`src/sv/psev_pkg.sv`:
```
// Package for the postfix stack evaluator: sizes, request and response types,
// opcode constants and state encodings. Used by every file in the project.
package psev_pkg;

  // Data path and stack sizing.
  localparam int DATA_W      = 32;
  localparam int STACK_DEPTH = 16;
  localparam int ADDR_W      = (STACK_DEPTH > 1) ? $clog2(STACK_DEPTH) : 1;
  localparam int DEPTH_W     = $clog2(STACK_DEPTH + 1);
  localparam int DIV_CNT_W   = $clog2(DATA_W + 1);

  // Token opcodes; six and seven are unused and treated as no-ops.
  localparam logic [2:0] OP_PUSH   = 3'd0;
  localparam logic [2:0] OP_ADD    = 3'd1;
  localparam logic [2:0] OP_SUB    = 3'd2;
  localparam logic [2:0] OP_MUL    = 3'd3;
  localparam logic [2:0] OP_DIV    = 3'd4;
  localparam logic [2:0] OP_FINISH = 3'd5;
  localparam logic [2:0] OP_SPARE6 = 3'd6;
  localparam logic [2:0] OP_SPARE7 = 3'd7;

  // Result status codes.
  typedef enum logic [1:0] {
    ST_OK      = 2'd0,
    ST_UNDER   = 2'd1,
    ST_OVER    = 2'd2,
    ST_DIVZERO = 2'd3
  } status_t;

  // One token request.
  typedef struct packed {
    logic [2:0]               opcode;
    logic signed [DATA_W-1:0] operand_value;
  } in_req_t;

  // One result.
  typedef struct packed {
    logic signed [DATA_W-1:0] top_value;
    status_t                  status;
    logic                     done_res;
  } out_rsp_t;

  // Sequencer states of the top level.
  typedef enum logic [2:0] {
    S_IDLE,
    S_READ,
    S_DIV,
    S_COMMIT,
    S_EMIT
  } state_t;

endpackage

```
`src/sv/psev_stack_mem.sv`:
```
// Stack storage of the postfix evaluator: one write port and one read port
// with a registered read. Depends on psev_pkg for its sizes.
module psev_stack_mem (
  input  logic                         clk,
  input  logic                         wr_en,
  input  logic [psev_pkg::ADDR_W-1:0]  wr_addr,
  input  logic [psev_pkg::DATA_W-1:0]  wr_data,
  input  logic                         rd_en,
  input  logic [psev_pkg::ADDR_W-1:0]  rd_addr,
  output logic [psev_pkg::DATA_W-1:0]  rd_data
);
  import psev_pkg::*;

  logic [DATA_W-1:0] mem [STACK_DEPTH];

  // Write port. Entries hold garbage until pushed; the depth counter keeps
  // reads below the written region.
  always_ff @(posedge clk) begin
    if (wr_en) begin
      mem[wr_addr] <= wr_data;
    end
  end

  // Read port with a registered read.
  always_ff @(posedge clk) begin
    if (rd_en) begin
      rd_data <= mem[rd_addr];
    end
  end

endmodule

```
`src/sv/psev_divider.sv`:
```
// Iterative signed divider, one quotient bit per cycle, truncating toward
// zero. Depends on psev_pkg for the data width.
module psev_divider (
  input  logic                         clk,
  input  logic                         rst_n,
  input  logic                         start,
  input  logic [psev_pkg::DATA_W-1:0]  dividend,
  input  logic [psev_pkg::DATA_W-1:0]  divisor,
  output logic                         done,
  output logic [psev_pkg::DATA_W-1:0]  quotient
);
  import psev_pkg::*;

  logic [DIV_CNT_W-1:0] cnt_r, cnt_nxt;
  logic                 done_r, done_nxt;
  logic                 neg_r, neg_nxt;
  logic [DATA_W-1:0]    den_r, den_nxt;
  logic [DATA_W-1:0]    rem_r, rem_nxt;
  logic [DATA_W-1:0]    quo_r, quo_nxt;
  logic [DATA_W:0]      rem_shift;
  logic [DATA_W:0]      rem_diff;
  logic                 neg_n;
  logic                 neg_d;

  assign neg_n     = dividend[DATA_W-1];
  assign neg_d     = divisor[DATA_W-1];
  assign rem_shift = {rem_r, quo_r[DATA_W-1]};
  assign rem_diff  = rem_shift - {1'b0, den_r};

  // Load magnitudes on start, then one restoring step per cycle.
  always_comb begin
    cnt_nxt  = cnt_r;
    neg_nxt  = neg_r;
    den_nxt  = den_r;
    rem_nxt  = rem_r;
    quo_nxt  = quo_r;
    done_nxt = 1'b0;
    if (start) begin
      cnt_nxt = DIV_CNT_W'(DATA_W);
      neg_nxt = neg_n ^ neg_d;
      den_nxt = neg_d ? (~divisor + 1'b1) : divisor;
      quo_nxt = neg_n ? (~dividend + 1'b1) : dividend;
      rem_nxt = '0;
    end else if (cnt_r != '0) begin
      cnt_nxt  = cnt_r - 1'b1;
      done_nxt = (cnt_r == DIV_CNT_W'(1));
      if (!rem_diff[DATA_W]) begin
        rem_nxt = rem_diff[DATA_W-1:0];
        quo_nxt = {quo_r[DATA_W-2:0], 1'b1};
      end else begin
        rem_nxt = rem_shift[DATA_W-1:0];
        quo_nxt = {quo_r[DATA_W-2:0], 1'b0};
      end
    end
  end

  // Control registers.
  always_ff @(posedge clk) begin
    if (!rst_n) begin
      cnt_r  <= '0;
      done_r <= 1'b0;
    end else begin
      cnt_r  <= cnt_nxt;
      done_r <= done_nxt;
    end
  end

  // Data registers.
  always_ff @(posedge clk) begin
    neg_r <= neg_nxt;
    den_r <= den_nxt;
    rem_r <= rem_nxt;
    quo_r <= quo_nxt;
  end

  // Apply the quotient sign after the last step.
  assign done     = done_r;
  assign quotient = neg_r ? (~quo_r + 1'b1) : quo_r;

endmodule

```
`src/sv/postfix_stack_evaluator_core.sv`:
```
// Top level of the postfix stack evaluator: token sequencer, stack memory and
// divider. Depends on psev_pkg, psev_stack_mem and psev_divider.
//
//   Channel | Ports                          | Direction | Carries
//   --------+--------------------------------+-----------+---------------------
//   Token   | in_valid, in_ready, in_data    | in        | opcode, operand
//   Result  | out_valid, out_ready, out_data | out       | top, status, done
//
// Push, finish, error and unused tokens go from decode to emit; add, subtract
// and multiply pass through read and commit, for the registered read of the
// second stack entry, and divide also waits on the one-bit-per-cycle divider.
// The top of stack lives in a register, so each operator reads memory once.
// Reset is synchronous and active low; stack contents need no clearing.
// A stalled result waits in the output register; one more request is taken
// meanwhile and is held before its result until the register frees up.
module postfix_stack_evaluator_core (
  input  logic               clk,
  input  logic               rst_n,
  input  logic               in_valid,
  output logic               in_ready,
  input  psev_pkg::in_req_t  in_data,
  output logic               out_valid,
  input  logic               out_ready,
  output psev_pkg::out_rsp_t out_data
);
  import psev_pkg::*;

  state_t             state_r, state_nxt;
  logic [2:0]         op_r, op_nxt;
  logic [DEPTH_W-1:0] depth_r, depth_nxt;
  logic [DATA_W-1:0]  top_r, top_nxt;
  logic [DATA_W-1:0]  val_r, val_nxt;
  out_rsp_t           res_r, res_nxt;
  logic               out_valid_r, out_valid_nxt;
  out_rsp_t           out_data_r, out_data_nxt;

  logic               mem_wr_en;
  logic [ADDR_W-1:0]  mem_wr_addr;
  logic [DATA_W-1:0]  mem_wr_data;
  logic               mem_rd_en;
  logic [ADDR_W-1:0]  mem_rd_addr;
  logic [DATA_W-1:0]  mem_rd_data;

  logic               div_start;
  logic               div_done;
  logic [DATA_W-1:0]  div_quo;

  logic [DEPTH_W-1:0] depth_m2;
  logic [ADDR_W-1:0]  sec_addr;
  logic [DATA_W-1:0]  top_or_zero;
  logic [DATA_W-1:0]  prod;
  logic               emit_load;

  // Address of the second entry, and the visible top (zero when empty).
  assign depth_m2    = depth_r - DEPTH_W'(2);
  assign sec_addr    = depth_m2[ADDR_W-1:0];
  assign top_or_zero = (depth_r == '0) ? '0 : top_r;
  assign prod        = mem_rd_data * top_r;
  assign emit_load   = (state_r == S_EMIT) && (!out_valid_r || out_ready);

  psev_stack_mem u_mem (
    .clk     (clk),
    .wr_en   (mem_wr_en),
    .wr_addr (mem_wr_addr),
    .wr_data (mem_wr_data),
    .rd_en   (mem_rd_en),
    .rd_addr (mem_rd_addr),
    .rd_data (mem_rd_data)
  );

  psev_divider u_div (
    .clk      (clk),
    .rst_n    (rst_n),
    .start    (div_start),
    .dividend (mem_rd_data),
    .divisor  (top_r),
    .done     (div_done),
    .quotient (div_quo)
  );

  // Sequencer: decode, read the second entry, compute, write back, emit.
  // Reads happen only on decode and writes only on push or commit, so the
  // two ports never touch the same entry in one cycle.
  always_comb begin
    state_nxt   = state_r;
    op_nxt      = op_r;
    depth_nxt   = depth_r;
    top_nxt     = top_r;
    val_nxt     = val_r;
    res_nxt     = res_r;
    mem_wr_en   = 1'b0;
    mem_wr_addr = sec_addr;
    mem_wr_data = val_r;
    mem_rd_en   = 1'b0;
    mem_rd_addr = sec_addr;
    div_start   = 1'b0;
    in_ready    = (state_r == S_IDLE);
    case (state_r)
      S_IDLE: begin
        if (in_valid) begin
          op_nxt           = in_data.opcode;
          res_nxt.done_res = 1'b0;
          res_nxt.status   = ST_OK;
          res_nxt.top_value = top_or_zero;
          state_nxt        = S_EMIT;
          case (in_data.opcode)
            OP_PUSH: begin
              if (depth_r == DEPTH_W'(STACK_DEPTH)) begin
                res_nxt.status = ST_OVER;
              end else begin
                mem_wr_en         = 1'b1;
                mem_wr_addr       = depth_r[ADDR_W-1:0];
                mem_wr_data       = in_data.operand_value;
                depth_nxt         = depth_r + 1'b1;
                top_nxt           = in_data.operand_value;
                res_nxt.top_value = in_data.operand_value;
              end
            end
            OP_ADD, OP_SUB, OP_MUL, OP_DIV: begin
              if (depth_r < DEPTH_W'(2)) begin
                res_nxt.status = ST_UNDER;
              end else if ((in_data.opcode == OP_DIV) && (top_r == '0)) begin
                res_nxt.status = ST_DIVZERO;
              end else begin
                mem_rd_en = 1'b1;
                state_nxt = S_READ;
              end
            end
            OP_FINISH: begin
              depth_nxt = '0;
              if (depth_r == '0) begin
                res_nxt.status = ST_UNDER;
              end else begin
                res_nxt.done_res = 1'b1;
              end
            end
            default: begin
            end
          endcase
        end
      end
      S_READ: begin
        state_nxt = S_COMMIT;
        case (op_r)
          OP_ADD:  val_nxt = mem_rd_data + top_r;
          OP_SUB:  val_nxt = mem_rd_data - top_r;
          OP_MUL:  val_nxt = prod;
          default: begin
            div_start = 1'b1;
            state_nxt = S_DIV;
          end
        endcase
      end
      S_DIV: begin
        if (div_done) begin
          val_nxt   = div_quo;
          state_nxt = S_COMMIT;
        end
      end
      S_COMMIT: begin
        mem_wr_en         = 1'b1;
        depth_nxt         = depth_r - 1'b1;
        top_nxt           = val_r;
        res_nxt.top_value = val_r;
        res_nxt.status    = ST_OK;
        res_nxt.done_res  = 1'b0;
        state_nxt         = S_EMIT;
      end
      S_EMIT: begin
        if (emit_load) begin
          state_nxt = S_IDLE;
        end
      end
      default: state_nxt = S_IDLE;
    endcase
  end

  // Output register: loads a finished result, clears when taken.
  always_comb begin
    out_valid_nxt = out_valid_r;
    out_data_nxt  = out_data_r;
    if (emit_load) begin
      out_valid_nxt = 1'b1;
      out_data_nxt  = res_r;
    end else if (out_ready) begin
      out_valid_nxt = 1'b0;
    end
  end

  // Control registers.
  always_ff @(posedge clk) begin
    if (!rst_n) begin
      state_r     <= S_IDLE;
      depth_r     <= '0;
      out_valid_r <= 1'b0;
    end else begin
      state_r     <= state_nxt;
      depth_r     <= depth_nxt;
      out_valid_r <= out_valid_nxt;
    end
  end

  // Payload registers.
  always_ff @(posedge clk) begin
    op_r       <= op_nxt;
    top_r      <= top_nxt;
    val_r      <= val_nxt;
    res_r      <= res_nxt;
    out_data_r <= out_data_nxt;
  end

  assign out_valid = out_valid_r;
  assign out_data  = out_data_r;

endmodule

```
`config.mk`:
```
export PLATFORM = sky130hd
export DESIGN_NAME = postfix_stack_evaluator_core
export DESIGN_NICKNAME = d
export VERILOG_FILES = /design/src/sv/psev_pkg.sv /design/src/sv/psev_stack_mem.sv /design/src/sv/psev_divider.sv /design/src/sv/postfix_stack_evaluator_core.sv
export SDC_FILE = /design/constraint.sdc
export NUM_CORES = 2
export LEC_CHECK = 0
export BUFFER_PORTS_ARGS = -buffer_cell sky130_fd_sc_hd__buf_2
export CELL_PAD_IN_SITES_DETAIL_PLACEMENT = 1
export CELL_PAD_IN_SITES_GLOBAL_PLACEMENT = 1
export CORE_ASPECT_RATIO = 2
export CORE_MARGIN = 2
export CORE_UTILIZATION = 43
export CTS_CLUSTER_SIZE = 14
export DETAILED_ROUTE_END_ITERATION = 16
export GPL_TIMING_DRIVEN = 0
export PLACE_DENSITY = 0.76
export SYNTH_ARGS = -nofsm -noshare
export SYNTH_HDL_FRONTEND = slang
export SYNTH_SLANG_ARGS = --single-unit
```
`constraint.sdc`:
```
create_clock -name clk -period 7.6 [get_ports clk]
set_clock_uncertainty 0.15 [all_clocks]
set_input_delay 1.52 -clock clk [delete_from_list [all_inputs] [get_ports clk]]
set_output_delay 1.52 -clock clk [all_outputs]
set_load 0.03 [all_outputs]
```
## Word-level counts from Yosys, hierarchy flattened

Memory sizes are Yosys's and may differ from the RTL's. A register that Yosys moved wholly into a read port is not among the register bits.
Cells that the tools add are included.

| word-level totals | value |
|---|---|
| bits in writable memories | 512 |
| word-level logic and storage cells | 147 |
| input bits | 39 |
| memories | 1 |
| register bits | 250 |
| output and inout bits | 37 |

| cells by class | value |
|---|---|
| add/subtract/negate cells | 10 |
| $lt $le $gt $ge | 1 |
| equal/unequal tests | 22 |
| muxes and demuxes | 63 |
| reduce and logical (&&, ||, !) cells | 23 |
| multipliers | 1 |
| bitwise logic cells | 6 |

Memories:

| name | depth | width | read ports | clocked after memory_dff | write ports | RTL line | text |
|---|---|---|---|---|---|---|---|
| u_mem.mem | 16 | 32 | 1 | 1 | 1 | psev_stack_mem.sv:14 | `logic [DATA_W-1:0] mem [STACK_DEPTH];` |

Operator list:

| operator | count |
|---|---|
| $mux 32 | 16 |
| $pmux 32 s2 | 2 |
| $add 32x1->32 const B | 3 |
| $not 32->32 | 3 |
| $pmux 32 s3 | 1 |
| $pmux 35 s2 | 1 |
| $mux 35 | 1 |
| $sub 33x32->33 | 1 |
| $add 32x32->32 | 1 |
| $logic_not 32->1 | 1 |
| $mul 32x32->32 | 1 |
| $sub 32x32->32 | 1 |
| $mux 31 | 1 |
| $pmux 5 s2 | 2 |
| $mux 1 | 19 |
| $eq 3x2->1 const B | 6 |
| $mux 3 | 6 |
| $mux 4 | 4 |
| $pmux 3 s5 | 1 |
| $mux 6 | 2 |
| $mux 5 | 2 |
| $eq 3x1->1 const B | 3 |
| $eq 3x3->1 const B | 3 |
| $reduce_and 4->1 | 2 |
| 29 further kinds | 43 |

## Longest topological paths before layout

| depth | value |
|---|---|
| depth in word-level cells | 7 |
| gate-level depth with buffers | 28 |
| gate-level depth less buffers | 26 |

## Modules after synthesis

Synthesis repeated with hierarchy kept, for this count alone.

| second synthesis, totals | value |
|---|---|
| cells, all modules | 4549 |
| area total of the unflattened synthesis | 52913.2 um^2 |

Modules (own cells, without submodules):

| module | sequential area each (um^2) | instances | cells an instance | area each (um^2) |
|---|---|---|---|---|
| postfix_stack_evaluator_core | 4294.1 | 1 | 2788 | 24923.9 |
| psev_stack_mem | 16335.7 | 1 | 838 | 20155.6 |
| psev_divider | 2732.6 | 1 | 923 | 7833.8 |

## Worst setup path before layout

No wires, ideal clock.

| timing | value |
|---|---|
| path kind | register -> register |
| start point | register top_r[6] |
| end point | register val_r[28] (data pin) |
| buffers on the path | 3 |
| clock period less this slack | 7.516 ns |
| stages on the path, launching flop included | 26 |
| library setup time | 0.261 ns |
| data required time | 7.189 ns |
| slack | 0.084 ns |
| data arrival time | 7.105 ns |
| cell sequence | edfxtp_1 -> clkbuf_1 -> clkbuf_1 -> and2_1 -> fa_1 -> fa_1 -> fa_1 -> inv_1 -> fa_1 -> inv_1 -> fa_1 -> fa_1 -> fa_1 -> fa_1 -> ha_1 -> clkbuf_1 -> and3_1 -> and3_1 -> nand3_1 -> or3b_1 -> o211ai_1 -> o21ai_0 -> a21oi_1 -> xnor2_1 -> nor3_1 -> a221o_1 |

| between the ends | value |
|---|---|
| word-level cells in the longest chain between the ends | 3 |
| elaborated cells on any way between the ends | 5 |
| classes of those cells | add/sub (2); mul (1); mux (2) |

RTL lines:

| item | RTL line | text |
|---|---|---|
| from (decl) | postfix_stack_evaluator_core.sv:31 | `logic [DATA_W-1:0] top_r, top_nxt;` |
| from (signal assigned) | postfix_stack_evaluator_core.sv:206 | `top_r <= top_nxt;` |
| $mul 32x32->32, or another cell as far along | postfix_stack_evaluator_core.sv:58 | `assign prod = mem_rd_data * top_r;` |
| $pmux 32 s3 * | postfix_stack_evaluator_core.sv:144 | `case (op_r)` |
| $pmux 32 s2 * | postfix_stack_evaluator_core.sv:98 | `case (state_r)` |
| via val_nxt[28] | postfix_stack_evaluator_core.sv:32 | `logic [DATA_W-1:0] val_r, val_nxt;` |
| to (signal assigned) | postfix_stack_evaluator_core.sv:207 | `val_r <= val_nxt;` |
| to (decl) | postfix_stack_evaluator_core.sv:32 |  |

The timed path passes the listed nets; every way through them passes the cells marked *.
A chain may end at the register's enable or synchronous reset.

## Worst setup path in the final report

| timing | value |
|---|---|
| start point | register top_r[15] |
| end point | register val_r[28] (data pin) |

The elaborated chain is that of the path after synthesis.

==> results_dict.tcl <==
set metrics [dict create \
    status "finished with violations" \
    failed_checks "setup timing" \
    crit_chain "clkbuf_8, clkbuf_16, and2_4, fa_1, fa_1, inv_2, fa_1, fa_1, fa_1, inv_2, fa_1, fa_2, fa_2, ha_4, and3_4, and3_4, nand3_4, or3b_4, o211ai_1, o21ai_2, a21oi_2, xnor2_2, nor3_2, a221o_1" \
    pwr-share-clk_pct 20.5 \
    wirelength_mm 187 \
    root_buffer "clkbuf_16" \
    grtUsageTotal_pct 29.8 \
    netlist_area_um2 52400 \
    top_layer "met5" \
    path_common_cell "fa_1" \
    power_frac_comb_pct 51.4 \
    firstDrtPassIters 5 \
    cp_slowest_stage_delay_ns 0.60 \
    grt_antenna_before_repair 13 \
    tns_ns -1.68 \
    wl_met3_mm 13.9 \
    crit_family "adder cells" \
    core.rowCount 181 \
    critPathBufInv 4 \
    ys_warn_count 0 \
    synth-seq-cells 794 \
    synthTopCellsByCount "746 x edfxtp_1, 563 x nand2_1, 437 x inv_1" \
    cts.sinks 794 \
    synth_top_family_by_area "adder cells" \
    cts_tree "done" \
    synth_xor_xnor_area_share_pct 4.37 \
    synthArstFlopShare_pct 0 \
    route.met2.wl_mm 87.2 \
    start_util_pct 43.2 \
    drtAntennaViolNets 0 \
    synthMuxAreaShare_pct 7.48 \
    synth_nets 4953 \
    grt_pass1_wl_mm 270 \
    synthAdderAreaFrac_pct 20.4 \
    grt_pass1_vias 40000 \
    synth-simple-area-share_pct 11.5 \
    r2r-start "top_r[15]" \
    grt_max_degree 34 \
    relSlewSlack_pct 13.3 \
    swShare_pct 40.0 \
    yosysMostFrequentCell "edfxtp_1" \
    core-area_um2 121000 \
    numCtsBuffers 78 \
    intPower_mw 11.5 \
    clk_path_buf_depth 3 \
    startpoint "top_r[15]" \
    wl_met1_mm 70.8 \
    drc 0 \
    seqPwrFrac_pct 28.1 \
    grt_setup_unrepaired "true" \
    finalSetupViolations 8 \
    critPathKind "reg2reg" \
    post-route-period-util_pct 105 \
    clk-insertion-delay-late_ns 0.65 \
    htreeDepth 3 \
    synthToLayoutAreaGrowth_pct 15.1 \
    max_freq_ghz 0.125 \
    yosysTopAreaCell "edfxtp_1" \
    layout-drive-gt1-share_pct 16.7 \
    tightest_slew_ns 1.30 \
    cap_violations 0 \
    avgViaCountPerCell 6.04 \
    drv_slew 0 \
    vias 37400 \
    crit_path_end_kind "flip-flop" \
    ys_types 95 \
    fin_nets 5226 \
    ys.flop_type "edfxtp_1" \
    period_needed_ns 8.00 \
    seq_area_frac_synth_pct 44.6 \
    layout_setup_ws_ns -0.398 \
    post-synth-top-area-fraction_pct 42.8 \
    powerDensity_nw_per_um2 318 \
    synth_area_leaders "edfxtp_1 43%, fa_1 16%, mux4_2 6.9%" \
    fp.dieW_um 251 \
    place_area_um2 55300 \
    portBuffers 75 \
    path_max_fanout 5 \
    hp-class "reg2reg" \
    nFillCells 12400 \
    dp.final_hpwl_mm 133 \
    clk_pin_slew_worst_paths_ns 0.07 \
    synth-compound-area-share_pct 6.69 \
    switching_power_mw 7.67 \
    dieArea_um2 125000 \
    grt-ovfl-total 0 \
    drtIter0Drc 3841 \
    hp-start "res_r[14]" \
    worstSetupStartpointType "flip-flop" \
    arrival_ns 8.21 \
    design.portCount 76 \
    synthCells 4307 \
    synth.avg_cell_area_um2 12.2 \
    detail_route.wl_per_cell_um 30.1 \
    peakVddDrop_uv 516 \
    synth_edf_count 746 \
    hold_violations 0 \
    final_area_um2 60300 \
    p_leak_nw 23.6 \
    gp_congestion 0.941 \
    worstPathRequired_ns 7.81 \
    die_h_um 497 \
    slowest_stage "fa_2" \
]
-- kinds of logic after synthesis --
| kind of cell | Yosys count |
|---|---|
| AOI/OAI and AO/OA | 560 |
| xor gates and xnor gates | 259 |
| adders and majority gates | 607 |
| buffers and inverters | 679 |
| DFF | 794 |
| muxes | 191 |
| and+or+nand+nor | 1217 |
-- layout by cell type, fill, tap and decap left out, types with 19 or more instances in the layout --
cell type	n
a211oi_1	35
a21o_1	43
a21oi_1	136
and2_1	306
and3_1	43
buf_12	27
buf_2	82
buf_4	110
clkbuf_1	120
clkbuf_16	88
clkbuf_8	23
dfxtp_1	48
edfxtp_1	746
fa_1	376
fa_2	34
ha_1	176
inv_1	422
mux2i_1	30
mux4_2	160
nand2_1	559
nor2_1	99
nor3_1	29
o21ai_0	155
o31ai_1	30
or3_1	19
xnor2_1	140
xor2_1	109
-- sequential cells by signal (all words and copies together), names as in the netlist --
register / flops
u_mem.rd_data: 32
u_div.rem_r: 32
val_r: 32
res_r: 35
depth_r: 5
u_div.quo_r: 32
u_div.done: 1
op_r: 3
u_div.den_r: 32
state_r: 3
u_div.neg_r: 1
u_div.cnt_r: 6
top_r: 32
out_valid: 1
u_mem.mem: 512
out_data: 35
-- what timing repair did --
action,4_1_cts,5_1_grt
hold buffers,0,0
gates cloned,0,2
setup endpoints to repair,23,13
buffers inserted,80,34
pin swaps,43,109
resized for setup,278,162
-- through the flow --
| step | instances | hold WS [ns] | power, mW | worst slack, ns | util (%) |
|---|---|---|---|---|---|
| after floorplan | 4307 | 0.250 | 10.4 | 0.0840 | - |
| after global placement | 5937 | 0.256 | 12.7 | -2.29 | 45.1 |
| after detailed placement | 5958 | 0.255 | 13.0 | -2.38 | 45.6 |
| after CTS | 6162 | 0.267 | 18.0 | -0.403 | 49.0 |
| after global routing | 6193 | 0.284 | 19.9 | -0.491 | 49.7 |
| final | 6198 | 0.271 | 19.2 | -0.398 | 49.7 |
-- area by class of cell --
cell class              instances  area (um2)  area share [%]
multi-input cells            2834       27300            45.3
flip-flops and latches        794       23400            38.8
clock buffers                  96        2060            3.42
well taps                    1555        1950            3.23
repair buffers                212        1910            3.18
inverters                     438        1640            2.73
plain buffers                 222        1560            2.59
clock inverters                42         473           0.785
diodes                          5        12.5          0.0208
-- power by group through the flow --
stage | clock network, mW | registers (mW) | logic (mW)
global placement | 0 | 5.46 | 7.29
global route | 4.09 | 5.42 | 10.4
CTS | 3.95 | 5.38 | 8.69
floorplan | 0 | 5.41 | 4.97
detailed placement | 0 | 5.47 | 7.51
finish | 3.92 | 5.39 | 9.85
-- final timing paths --
check                                     to  slack, ns  cells after the start
worst min register to register  out_data[14]       0.27                      0
worst min-delay path            out_data[14]       0.27                      0
worst max register to register     val_r[28]      -0.40                     24
worst max-delay path               val_r[28]      -0.40                     24
-- worst reg2reg max path, delay by kind of cell (launching register included) --
kind / cells / cell delay (ns)
fa+ha+maj: 9 / 4.40
simple gates: 6 / 1.08
compound gates: 4 / 0.84
flops: 1 / 0.56
buf+inv: 4 / 0.50
xor+xnor: 1 / 0.18
-- metal layers --
| metal | up-vias | track usage (%) |
|---|---|---|
| li1 | 15400 | - |
| met3 | 575 | 4.52 |
| met4 | 4 | 18.9 |
| met1 | 19500 | 37.7 |
| met5 | - | 0 |
| met2 | 1959 | 48.0 |
Power figures use the tool's default switching activity.
